--- src/rtl/core/json_key_string_extractor_top_macros.svh ---
// Assertion macros for the JSON key string extractor.
// Both sample on the rising clock edge and are disabled during reset.
`ifndef JSON_KEY_STRING_EXTRACTOR_TOP_MACROS_SVH
`define JSON_KEY_STRING_EXTRACTOR_TOP_MACROS_SVH

// Same-cycle implication
`define JKSE_ASSERT_NOW(name, ante, cons, msg) \
   name: assert property (@(posedge clock) disable iff (reset) (ante) |-> (cons)) \
      else $error(msg);

// Next-cycle implication
`define JKSE_ASSERT_NEXT(name, ante, cons, msg) \
   name: assert property (@(posedge clock) disable iff (reset) (ante) |=> (cons)) \
      else $error(msg);

`endif

--- src/rtl/core/jkse_pkg.sv ---
`timescale 1ns / 1ps
package jkse_pkg;

   // Key storage: two 64-bit registers, sixteen bytes in all
   localparam int KEY_BYTES   = 16;
   localparam int KEY_BITS    = KEY_BYTES * 8;
   localparam int KEY_IDX_W   = 4;
   localparam int KEY_LEN_W   = 5;
   localparam int CSR_DATA_W  = 64;
   localparam int CSR_IDX_W   = 2;

   // Result queue
   localparam int Q_DEPTH  = 4;
   localparam int QPTR_W   = 2;
   localparam int QCNT_W   = 3;

   // Characters
   localparam logic [7:0] CHAR_QUOTE  = 8'h22;
   localparam logic [7:0] CHAR_COLON  = 8'h3A;
   localparam logic [7:0] CHAR_BSLASH = 8'h5C;
   localparam logic [7:0] CHAR_QMARK  = 8'h3F;
   localparam logic [7:0] CHAR_U      = 8'h75;
   localparam logic [7:0] CHAR_SPACE  = 8'h20;
   localparam logic [7:0] CHAR_TAB    = 8'h09;
   localparam logic [7:0] CHAR_LF     = 8'h0A;
   localparam logic [7:0] CHAR_CR     = 8'h0D;
   localparam logic [7:0] CHAR_B      = 8'h62;
   localparam logic [7:0] CHAR_F      = 8'h66;
   localparam logic [7:0] CHAR_N      = 8'h6E;
   localparam logic [7:0] CHAR_R      = 8'h72;
   localparam logic [7:0] CHAR_T      = 8'h74;
   localparam logic [7:0] CHAR_BS     = 8'h08;
   localparam logic [7:0] CHAR_FF     = 8'h0C;

   // Bytes dropped after a \u escape
   localparam logic [2:0] HEX_SKIP = 3'd4;

   typedef enum logic [CSR_IDX_W-1:0] {
      CSR_KEY_LOW  = 2'd0,
      CSR_KEY_HIGH = 2'd1,
      CSR_KEY_LEN  = 2'd2
   } csr_idx_type;

   typedef enum logic [1:0] {
      KIND_DATA     = 2'd0,
      KIND_OK       = 2'd1,
      KIND_NOTFOUND = 2'd2,
      KIND_BAD      = 2'd3
   } kind_type;

   typedef enum logic [6:0] {
      PH_SEARCH = 7'b0000001,
      PH_COLON  = 7'b0000010,
      PH_OPENQ  = 7'b0000100,
      PH_VALUE  = 7'b0001000,
      PH_ESC    = 7'b0010000,
      PH_HEX    = 7'b0100000,
      PH_DONE   = 7'b1000000
   } phase_type;

   typedef struct packed {
      logic [7:0] text_byte;
      logic       document_end;
   } req_type;

   typedef struct packed {
      logic [7:0] value_byte;
      kind_type   kind;
      logic       final_item;
   } rsp_type;

   // Window control from the sequencer
   typedef struct packed {
      logic       shift;
      logic       clear;
      logic [7:0] data;
   } win_ctl_type;

   // Window status back to the sequencer
   typedef struct packed {
      logic match;
      logic empty;
   } win_sts_type;

   // Up to two result items pushed per processed item
   typedef struct packed {
      logic [1:0] cnt;
      rsp_type    first;
      rsp_type    second;
   } push_type;

   typedef struct packed {
      logic fire;
      logic last;
      logic searching;
   } core_sts_type;

   function automatic logic is_space(input logic [7:0] c);
      return (c == CHAR_SPACE) || (c == CHAR_TAB) || (c == CHAR_LF) || (c == CHAR_CR);
   endfunction

   function automatic logic [7:0] decode_escape(input logic [7:0] e);
      logic [7:0] r;
      case (e)
         CHAR_B:  r = CHAR_BS;
         CHAR_F:  r = CHAR_FF;
         CHAR_N:  r = CHAR_LF;
         CHAR_R:  r = CHAR_CR;
         CHAR_T:  r = CHAR_TAB;
         default: r = e;
      endcase
      return r;
   endfunction

endpackage

--- src/rtl/core/jkse_window.sv ---
`timescale 1ns / 1ps
module jkse_window import jkse_pkg::*; #(
   parameter int MaxKeyBytes = 16
) (
   input  logic                 clock,
   input  logic                 reset,
   input  logic [KEY_BITS-1:0]  key_all,
   input  logic [KEY_LEN_W-1:0] key_len,
   input  win_ctl_type          ctl,
   output win_sts_type          sts
);

   localparam int WinLen = MaxKeyBytes + 2;
   localparam int SeenW  = $clog2(WinLen + 1);

   logic [7:0]           win_ff [WinLen];
   logic [7:0]           win_in [WinLen];
   logic [SeenW-1:0]     seen_ff;
   logic [SeenW-1:0]     seen_in;
   logic [SeenW-1:0]     klen;
   logic [SeenW-1:0]     plen;
   logic [KEY_IDX_W-1:0] kidx;
   logic [7:0]           want;
   logic                 hit;

   // Shift the new byte in and compare the window against the quoted key
   always_comb begin
      win_in[0] = ctl.data;
      for (int k = 1; k < WinLen; k++) begin
         win_in[k] = win_ff[k-1];
      end
      seen_in = seen_ff;
      if (seen_ff < SeenW'(WinLen)) begin
         seen_in = seen_ff + 1'b1;
      end
      klen = (key_len > KEY_LEN_W'(MaxKeyBytes)) ? SeenW'(MaxKeyBytes) : SeenW'(key_len);
      plen = klen + SeenW'(2);
      hit  = 1'b1;
      kidx = '0;
      want = CHAR_QUOTE;
      for (int q = 0; q < WinLen; q++) begin
         want = CHAR_QUOTE;
         kidx = KEY_IDX_W'(klen - SeenW'(q));
         if (q != 0 && SeenW'(q) != plen - 1'b1) begin
            want = key_all[{kidx, 3'b000} +: 8];
         end
         if (SeenW'(q) < plen && win_in[q] != want) begin
            hit = 1'b0;
         end
      end
   end

   assign sts.match = hit && (seen_in >= plen);
   assign sts.empty = (seen_ff == '0);

   // Count valid window bytes; clear at document end
   always_ff @(posedge clock) begin
      if (reset) begin
         seen_ff <= '0;
      end else if (ctl.clear) begin
         seen_ff <= '0;
      end else if (ctl.shift) begin
         seen_ff <= seen_in;
      end
   end

   // Advance the byte window
   always_ff @(posedge clock) begin
      if (ctl.shift) begin
         win_ff <= win_in;
      end
   end

endmodule

--- src/rtl/core/jkse_core.sv ---
`timescale 1ns / 1ps
module jkse_core import jkse_pkg::*; (
   input  logic         clock,
   input  logic         reset,
   input  logic         req_valid,
   output logic         req_stall,
   input  req_type      req_payload,
   input  logic         space_two,
   input  win_sts_type  win_sts,
   output win_ctl_type  win_ctl,
   output push_type     push,
   output core_sts_type sts
);

   logic      in_valid_ff;
   req_type   in_data_ff;
   phase_type phase_ff;
   phase_type phase_in;
   phase_type phase_proc;
   logic [2:0] hex_ff;
   logic [2:0] hex_in;
   logic       fire;
   logic       main_vld;
   rsp_type    main_rsp;
   logic       stat_vld;
   rsp_type    stat_rsp;
   logic [7:0] c;
   logic       last;
   logic       shift;

   assign fire      = in_valid_ff && space_two;
   assign req_stall = in_valid_ff && !space_two;
   assign c         = in_data_ff.text_byte;
   assign last      = in_data_ff.document_end;

   // Hold the input item until the queue has room for both results
   always_ff @(posedge clock) begin
      if (reset) begin
         in_valid_ff <= 1'b0;
      end else if (!req_stall) begin
         in_valid_ff <= req_valid;
      end
   end

   always_ff @(posedge clock) begin
      if (req_valid && !req_stall) begin
         in_data_ff <= req_payload;
      end
   end

   // Phase step for one byte, then the end-of-document status
   always_comb begin
      phase_proc = phase_ff;
      hex_in     = hex_ff;
      main_vld   = 1'b0;
      main_rsp   = '{value_byte: 8'h00, kind: KIND_DATA, final_item: 1'b0};
      shift      = 1'b0;
      case (phase_ff)
         PH_COLON: begin
            if (c == CHAR_COLON) phase_proc = PH_OPENQ;
         end
         PH_OPENQ: begin
            if (c == CHAR_QUOTE) begin
               phase_proc = PH_VALUE;
            end else if (!is_space(c)) begin
               main_vld   = 1'b1;
               main_rsp   = '{value_byte: 8'h00, kind: KIND_BAD, final_item: 1'b1};
               phase_proc = PH_DONE;
            end
         end
         PH_VALUE: begin
            if (c == CHAR_QUOTE) begin
               main_vld   = 1'b1;
               main_rsp   = '{value_byte: 8'h00, kind: KIND_OK, final_item: 1'b1};
               phase_proc = PH_DONE;
            end else if (c == CHAR_BSLASH) begin
               phase_proc = PH_ESC;
            end else begin
               main_vld = 1'b1;
               main_rsp = '{value_byte: c, kind: KIND_DATA, final_item: 1'b0};
            end
         end
         PH_ESC: begin
            main_vld = 1'b1;
            if (c == CHAR_U) begin
               main_rsp   = '{value_byte: CHAR_QMARK, kind: KIND_DATA, final_item: 1'b0};
               hex_in     = HEX_SKIP;
               phase_proc = PH_HEX;
            end else begin
               main_rsp   = '{value_byte: decode_escape(c), kind: KIND_DATA, final_item: 1'b0};
               phase_proc = PH_VALUE;
            end
         end
         PH_HEX: begin
            if (hex_ff != 3'd0) hex_in = hex_ff - 3'd1;
            if (hex_in == 3'd0) phase_proc = PH_VALUE;
         end
         PH_DONE: begin
         end
         default: begin
            shift      = 1'b1;
            phase_proc = win_sts.match ? PH_COLON : PH_SEARCH;
         end
      endcase

      stat_vld = 1'b0;
      stat_rsp = '{value_byte: 8'h00, kind: KIND_NOTFOUND, final_item: 1'b1};
      phase_in = phase_proc;
      if (last) begin
         if (phase_proc == PH_SEARCH || phase_proc == PH_COLON) begin
            stat_vld = 1'b1;
         end else if (phase_proc != PH_DONE) begin
            stat_vld = 1'b1;
            stat_rsp = '{value_byte: 8'h00, kind: KIND_BAD, final_item: 1'b1};
         end
         phase_in = PH_SEARCH;
         hex_in   = 3'd0;
      end
   end

   // Pack results in order for the queue
   always_comb begin
      push.first  = main_vld ? main_rsp : stat_rsp;
      push.second = stat_rsp;
      push.cnt    = 2'd0;
      if (fire) begin
         push.cnt = {1'b0, main_vld} + {1'b0, stat_vld};
      end
   end

   assign win_ctl.shift = fire && shift;
   assign win_ctl.clear = fire && last;
   assign win_ctl.data  = c;

   assign sts.fire      = fire;
   assign sts.last      = last;
   assign sts.searching = (phase_ff == PH_SEARCH) && (hex_ff == 3'd0);

   always_ff @(posedge clock) begin
      if (reset) begin
         phase_ff <= PH_SEARCH;
         hex_ff   <= 3'd0;
      end else if (fire) begin
         phase_ff <= phase_in;
         hex_ff   <= hex_in;
      end
   end

endmodule

--- src/rtl/core/jkse_outq.sv ---
`timescale 1ns / 1ps
module jkse_outq import jkse_pkg::*; (
   input  logic              clock,
   input  logic              reset,
   input  push_type          push,
   output logic              space_two,
   output logic [QCNT_W-1:0] count,
   output logic              rsp_valid,
   input  logic              rsp_stall,
   output rsp_type           rsp_payload
);

   rsp_type             mem_ff [Q_DEPTH];
   logic [QPTR_W-1:0]   wr_ff;
   logic [QPTR_W-1:0]   wr_in;
   logic [QPTR_W-1:0]   rd_ff;
   logic [QPTR_W-1:0]   rd_in;
   logic [QCNT_W-1:0]   count_ff;
   logic [QCNT_W-1:0]   count_in;
   logic                pop;

   assign pop         = rsp_valid && !rsp_stall;
   assign rsp_valid   = (count_ff != '0);
   assign rsp_payload = mem_ff[rd_ff];
   assign space_two   = count_ff <= QCNT_W'(Q_DEPTH - 2);
   assign count       = count_ff;

   // Advance pointers and fill count
   always_comb begin
      wr_in    = wr_ff + QPTR_W'(push.cnt);
      rd_in    = rd_ff + QPTR_W'(pop);
      count_in = count_ff + QCNT_W'(push.cnt) - QCNT_W'(pop);
   end

   always_ff @(posedge clock) begin
      if (reset) begin
         wr_ff    <= '0;
         rd_ff    <= '0;
         count_ff <= '0;
      end else begin
         wr_ff    <= wr_in;
         rd_ff    <= rd_in;
         count_ff <= count_in;
      end
   end

   // Store one or two items
   always_ff @(posedge clock) begin
      if (push.cnt != 2'd0) begin
         mem_ff[wr_ff] <= push.first;
      end
      if (push.cnt == 2'd2) begin
         mem_ff[wr_ff + 1'b1] <= push.second;
      end
   end

endmodule

--- src/rtl/core/json_key_string_extractor_top.sv ---
// An item is accepted into the input register and processed there; its results are registered
// into the result queue, from which rsp offers them in order.
// Throughput: one item per cycle; an item giving two results takes two queue entries,
// and the four-entry result queue stalls input when fewer than two slots are free.
// Reset (synchronous, active high) clears the control state, the key registers and length.
`timescale 1ns / 1ps
`include "json_key_string_extractor_top_macros.svh"
module json_key_string_extractor_top import jkse_pkg::*; #(
   parameter int MAX_KEY_BYTES = 16
) (
   input  logic                  clock,
   input  logic                  reset,
   input  logic                  csr_wr_en,
   input  logic [CSR_IDX_W-1:0]  csr_index,
   input  logic [CSR_DATA_W-1:0] csr_wdata,
   input  logic                  req_valid,
   output logic                  req_stall,
   input  req_type               req_payload,
   output logic                  rsp_valid,
   input  logic                  rsp_stall,
   output rsp_type               rsp_payload
);

   logic [CSR_DATA_W-1:0] key_low_ff;
   logic [CSR_DATA_W-1:0] key_high_ff;
   logic [KEY_LEN_W-1:0]  key_len_ff;
   win_ctl_type           win_ctl;
   win_sts_type           win_sts;
   push_type              push;
   core_sts_type          core_sts;
   logic                  space_two;
   logic [QCNT_W-1:0]     q_count;
   logic                  push_any;
   logic                  rsp_final;
   logic                  doc_done;
   logic                  scan_idle;

   // Write configuration registers; unknown indexes drop
   always_ff @(posedge clock) begin
      if (reset) begin
         key_low_ff  <= '0;
         key_high_ff <= '0;
         key_len_ff  <= '0;
      end else if (csr_wr_en) begin
         case (csr_index)
            CSR_KEY_LOW:  key_low_ff  <= csr_wdata;
            CSR_KEY_HIGH: key_high_ff <= csr_wdata;
            CSR_KEY_LEN:  key_len_ff  <= csr_wdata[KEY_LEN_W-1:0];
            default: begin
            end
         endcase
      end
   end

   jkse_window #(
      .MaxKeyBytes(MAX_KEY_BYTES)
   ) u_window (
      .clock   (clock),
      .reset   (reset),
      .key_all ({key_high_ff, key_low_ff}),
      .key_len (key_len_ff),
      .ctl     (win_ctl),
      .sts     (win_sts)
   );

   jkse_core u_core (
      .clock       (clock),
      .reset       (reset),
      .req_valid   (req_valid),
      .req_stall   (req_stall),
      .req_payload (req_payload),
      .space_two   (space_two),
      .win_sts     (win_sts),
      .win_ctl     (win_ctl),
      .push        (push),
      .sts         (core_sts)
   );

   jkse_outq u_outq (
      .clock       (clock),
      .reset       (reset),
      .push        (push),
      .space_two   (space_two),
      .count       (q_count),
      .rsp_valid   (rsp_valid),
      .rsp_stall   (rsp_stall),
      .rsp_payload (rsp_payload)
   );

   // Terms for the checks below
   assign push_any  = (push.cnt != 2'd0);
   assign rsp_final = rsp_valid && rsp_payload.final_item;
   assign doc_done  = core_sts.fire && core_sts.last;
   assign scan_idle = core_sts.searching && win_sts.empty;

   // Queue must have room for every push
   `JKSE_ASSERT_NOW(a_push_room, push_any, q_count <= QCNT_W'(Q_DEPTH - 2), "queue overrun")
   // A final result is never a data byte
   `JKSE_ASSERT_NOW(a_final_status, rsp_final, rsp_payload.kind != KIND_DATA, "final data item")
   // Document end returns the scanner to an empty search
   `JKSE_ASSERT_NEXT(a_doc_restart, doc_done, scan_idle, "state not cleared at document end")

endmodule
--- config.mk ---
export PLATFORM = sky130hd
export DESIGN_NAME = json_key_string_extractor_top
export DESIGN_NICKNAME = d
export VERILOG_FILES = /design/src/rtl/core/jkse_pkg.sv /design/src/rtl/core/jkse_window.sv /design/src/rtl/core/jkse_core.sv /design/src/rtl/core/jkse_outq.sv /design/src/rtl/core/json_key_string_extractor_top.sv
export VERILOG_INCLUDE_DIRS = /design/src /design/src/rtl/core
export SDC_FILE = /design/constraint.sdc
export NUM_CORES = 1
export LEC_CHECK = 0
export BUFFER_PORTS_ARGS = -buffer_cell sky130_fd_sc_hd__buf_2
export CORE_MARGIN = 2
export CORE_UTILIZATION = 45
export CTS_CLUSTER_DIAMETER = 120
export DETAILED_ROUTE_END_ITERATION = 8
export PLACE_DENSITY = 0.7
export SLEW_MARGIN = 0
export SYNTH_ARGS = -nofsm -noshare
export SYNTH_HDL_FRONTEND = slang
export SYNTH_SLANG_ARGS = --single-unit
--- constraint.sdc ---
create_clock -name clock -period 7.6 [get_ports clock]
set_input_delay 0 -clock clock [delete_from_list [all_inputs] [get_ports clock]]
set_output_delay 0 -clock clock [all_outputs]
set_load 0.02 [all_outputs]
==> summary.md <==
| Metric | Value |
|---|---|
| Post-CTS setup buffers | `0` |
| Top achievable clock speed | `0.166 GHz` |
| Clock Skew | `0.0182 ns` |
| Post_cts resized | `0` |
| Leak | `9.51 nW` |
| Vias | `23000` |
| Hold Crit Class | `in -> reg` |
| Die H | `233 um` |
| Gpl congestion | `1.10` |
| First-pass GRT wire length | `147 mm` |
| Maximum VDD drop | `0.215 mV` |
| Layout cells sized above 1 | `0.152` |
| Initial DRT Pass Iterations | `7` |
| Tightest Pin Transition | `1.29 ns` |
| Io pins | `93` |
| CP max FO | `73` |
| CTS Sinks | `345` |
| Nets | `2783` |
| Syn_area_per_cell | `9.12 um^2` |
| Fin crit share | `0.792` |
| GR Overflow Total | `0` |
| Endpoints failing setup | `0` |
| Routed WL | `102 mm` |
| Total CTS buffers | `39` |
| Syn Nets | `2700` |
| Buf/Inv on CP | `2` |
| Number of global-route vias before repair | `21700` |
| Row cnt | `84` |
| Maxcap violations | `0` |
| Die Area | `54500 um^2` |
| Setup_tns | `0 ns` |
| Mapped Cells | `2596` |
| Post-Syn Area | `23700 um^2` |
| EDFF count, synth | `149` |
| Yosys top cell by area | `edfxtp_1` |
| Initial antenna violation count | `7` |
| Latest clock arrival within the worst-skew pair | `0.58 ns` |
| # H-tree levels | `2` |
| Crit Path Class | `reg -> reg` |
| Status | `complete, no violations` |
| Ys flop type | `dfxtp_1` |
| Largest net degree at the start of global routing | `95` |
| WL/cell | `29.9 um` |
| Worst path slowest cell | `xor2_2` |
| Clock Tree Buf Depth | `3` |
| Yosys warns | `0` |
| CP startpoint kind | `flop` |
| Hold Fails Final Rpt | `0` |
| Pwr Density | `206 nW/um^2` |
| Final min period | `6.02 ns` |
| CP cell instances | `nor2b_4, buf_12, ha_1, xor2_2, buf_4, mux2_2, mux2i_1, nor4bb_1, a31oi_1, o32ai_1, a41oi_1, or4b_1, nor4_2, nand4bb_1, a211oi_1` |
| WP data arrival | `6.52 ns` |
| CTS tree | `done` |
| Max incr delay on CP | `0.91 ns` |
| CTS Root Cell | `clkbuf_16` |
| Synthesis-to-layout area growth | `13.7%` |
| Pins Over Slew Limit | `0` |
| Initial Utilization | `0.453` |
| Core area | `52200 um^2` |
| First DRT Iteration DRCs | `3210` |
| Crit. End Element | `flop` |
| CTS clk-pin slew, worst paths | `0.06 ns` |
| DRC violations left | `0` |
| Worst hold slack | `0.0216 ns` |
| Die X | `233 um` |
| CP Data Required Time | `8.10 ns` |
| Area contributors post-synth | `edfxtp_1, dfxtp_1, mux4_2, mux2i_1, nand2_1` |
| Hpwl dp | `75.9 mm` |
| Port buffer count | `92` |
| Seq/Total Area, Yosys | `0.355` |
| RSZ-0062 raised after global routing | `no` |
| Delay-heaviest family, CP | `simple AND/OR/NAND/NOR gates` |
| Seq cells post-synth | `345` |
| Post-synth top area share | `0.189` |
| Hold_buf cts | `79` |
| Routed Antenna Nets | `0` |
| Vias/cell | `6.75` |
| Synth unique cells | `90` |
| Ys async rst share | `0` |
| Max_slew headroom | `0.140` |
| Total track usage | `0.372` |
==> registers in the layout, indices dropped and copies added (netlist names), 3 cells and up <==
name and flops:
u_outq.mem_ff 44, u_window.win_ff 136, key_low_ff 64, u_core.phase_ff 7, key_len_ff 5, u_window.seen_ff 5
u_core.hex_ff 3, u_core.c 8, key_high_ff 64, u_outq.count 3
==> placed cells by master (no fill, tap or decap), drive strengths merged, types with 22 or more instances in the layout <==
master	count
nand2	422
a21oi	222
dfxtp	196
mux2i	181
nor2	154
edfxtp	149
buf	147
o21ai	108
mux4	84
dlygate4sd3	79
mux2	60
xnor2	57
inv	51
clkbuf	51
xor2	47
o22ai	46
nor3	43
nand3	40
nand4	31
o211ai	30
a22oi	29
nor2b	26
a211oi	25
nor3b	25
ha	23
nand2b	22
==> cell usage after synthesis, drive strengths merged (48+ instances only) <==
cell type / number
nand2: 422
a21oi: 222
dfxtp: 196
mux2i: 181
nor2: 154
edfxtp: 149
o21ai: 108
clkbuf: 105
mux4: 84
buf: 79
mux2: 60
xnor2: 57
inv: 48
==> worst min-delay path, stage by stage <==
cell     delay, ns
buf_2         0.11
nor2b_1       0.08
ha_1          0.27
nor2b_1       0.11
==> stage by stage <==
| step | std cells | utilization | total power, W | cell area (um^2) | setup WS (ns) |
|---|---|---|---|---|---|
| floorplan | 2596 | - | 0.00302 | 23700 | 2.22 |
| global placement | 3247 | 0.473 | 0.00344 | 24700 | 1.78 |
| detailed placement | 3247 | 0.473 | 0.00346 | 24700 | 1.58 |
| CTS | 3397 | 0.515 | 0.00553 | 26900 | 1.56 |
| global route | 3397 | 0.515 | 0.00573 | 26900 | 1.26 |
| finish | 3400 | 0.515 | 0.00555 | 26900 | 1.58 |
==> cell type report <==
type                       instances  area, um^2
clock buffer                      51        1110
tap                              688         861
sequential                       345        8410
fill                            4732       25300
clock inverter                    20         283
timing repair buffer             226        1700
multi-input combinational       2016       14400
antenna                            3        7.51
inverter                          51         194
==> power breakdown <==
part           leakage, nW  internal, W  total [W]  switching [W]
clock network        0.681      0.00122    0.00204       0.000823
registers             2.99      0.00213    0.00235       0.000217
logic                 5.84     0.000447    0.00116       0.000716
==> cells by family (layout without fill, tap and decap cells) <==
family                   Yosys count  in the layout  synth area share
AND/OR/NAND/NOR                  884            884             0.177
AO/OA/AOI/OAI                    679            679             0.189
flip-flops                       345            345             0.355
multiplexers                     325            325             0.186
buffers and inverters            235            348            0.0421
XOR/XNOR                         104            104            0.0394
adder cells (fa/ha/maj)           24             24            0.0130
other                              0              3                 0
==> path summary, 6_finish.rpt <==
| kind | startpoint | to | slack [ns] | depth (start not counted) |
|---|---|---|---|---|
| setup reg to reg | key_len_ff[0] | u_core.phase_ff[1] | 1.58 | 15 |
| hold reg to reg | u_outq.mem_ff[2][10] | u_outq.mem_ff[2][10] | 0.45 | 2 |
| setup / recovery | key_len_ff[0] | u_core.phase_ff[1] | 1.58 | 15 |
| hold / removal | rsp_stall | u_outq.rd_ff[0] | 0.02 | 4 |
==> routing by layer <==
layer  part of all wire  GRT usage  wire length (um)  vias up
li1                   -          -                 -     9915
met1               0.40      0.497             40500    11200
met2               0.42      0.545             42600     1466
met3               0.12      0.100             12200      333
met4              0.064      0.209              6560        6
met5            0.00034          0                35        -
No activity file was read; power rests on OpenSTA's default activity.
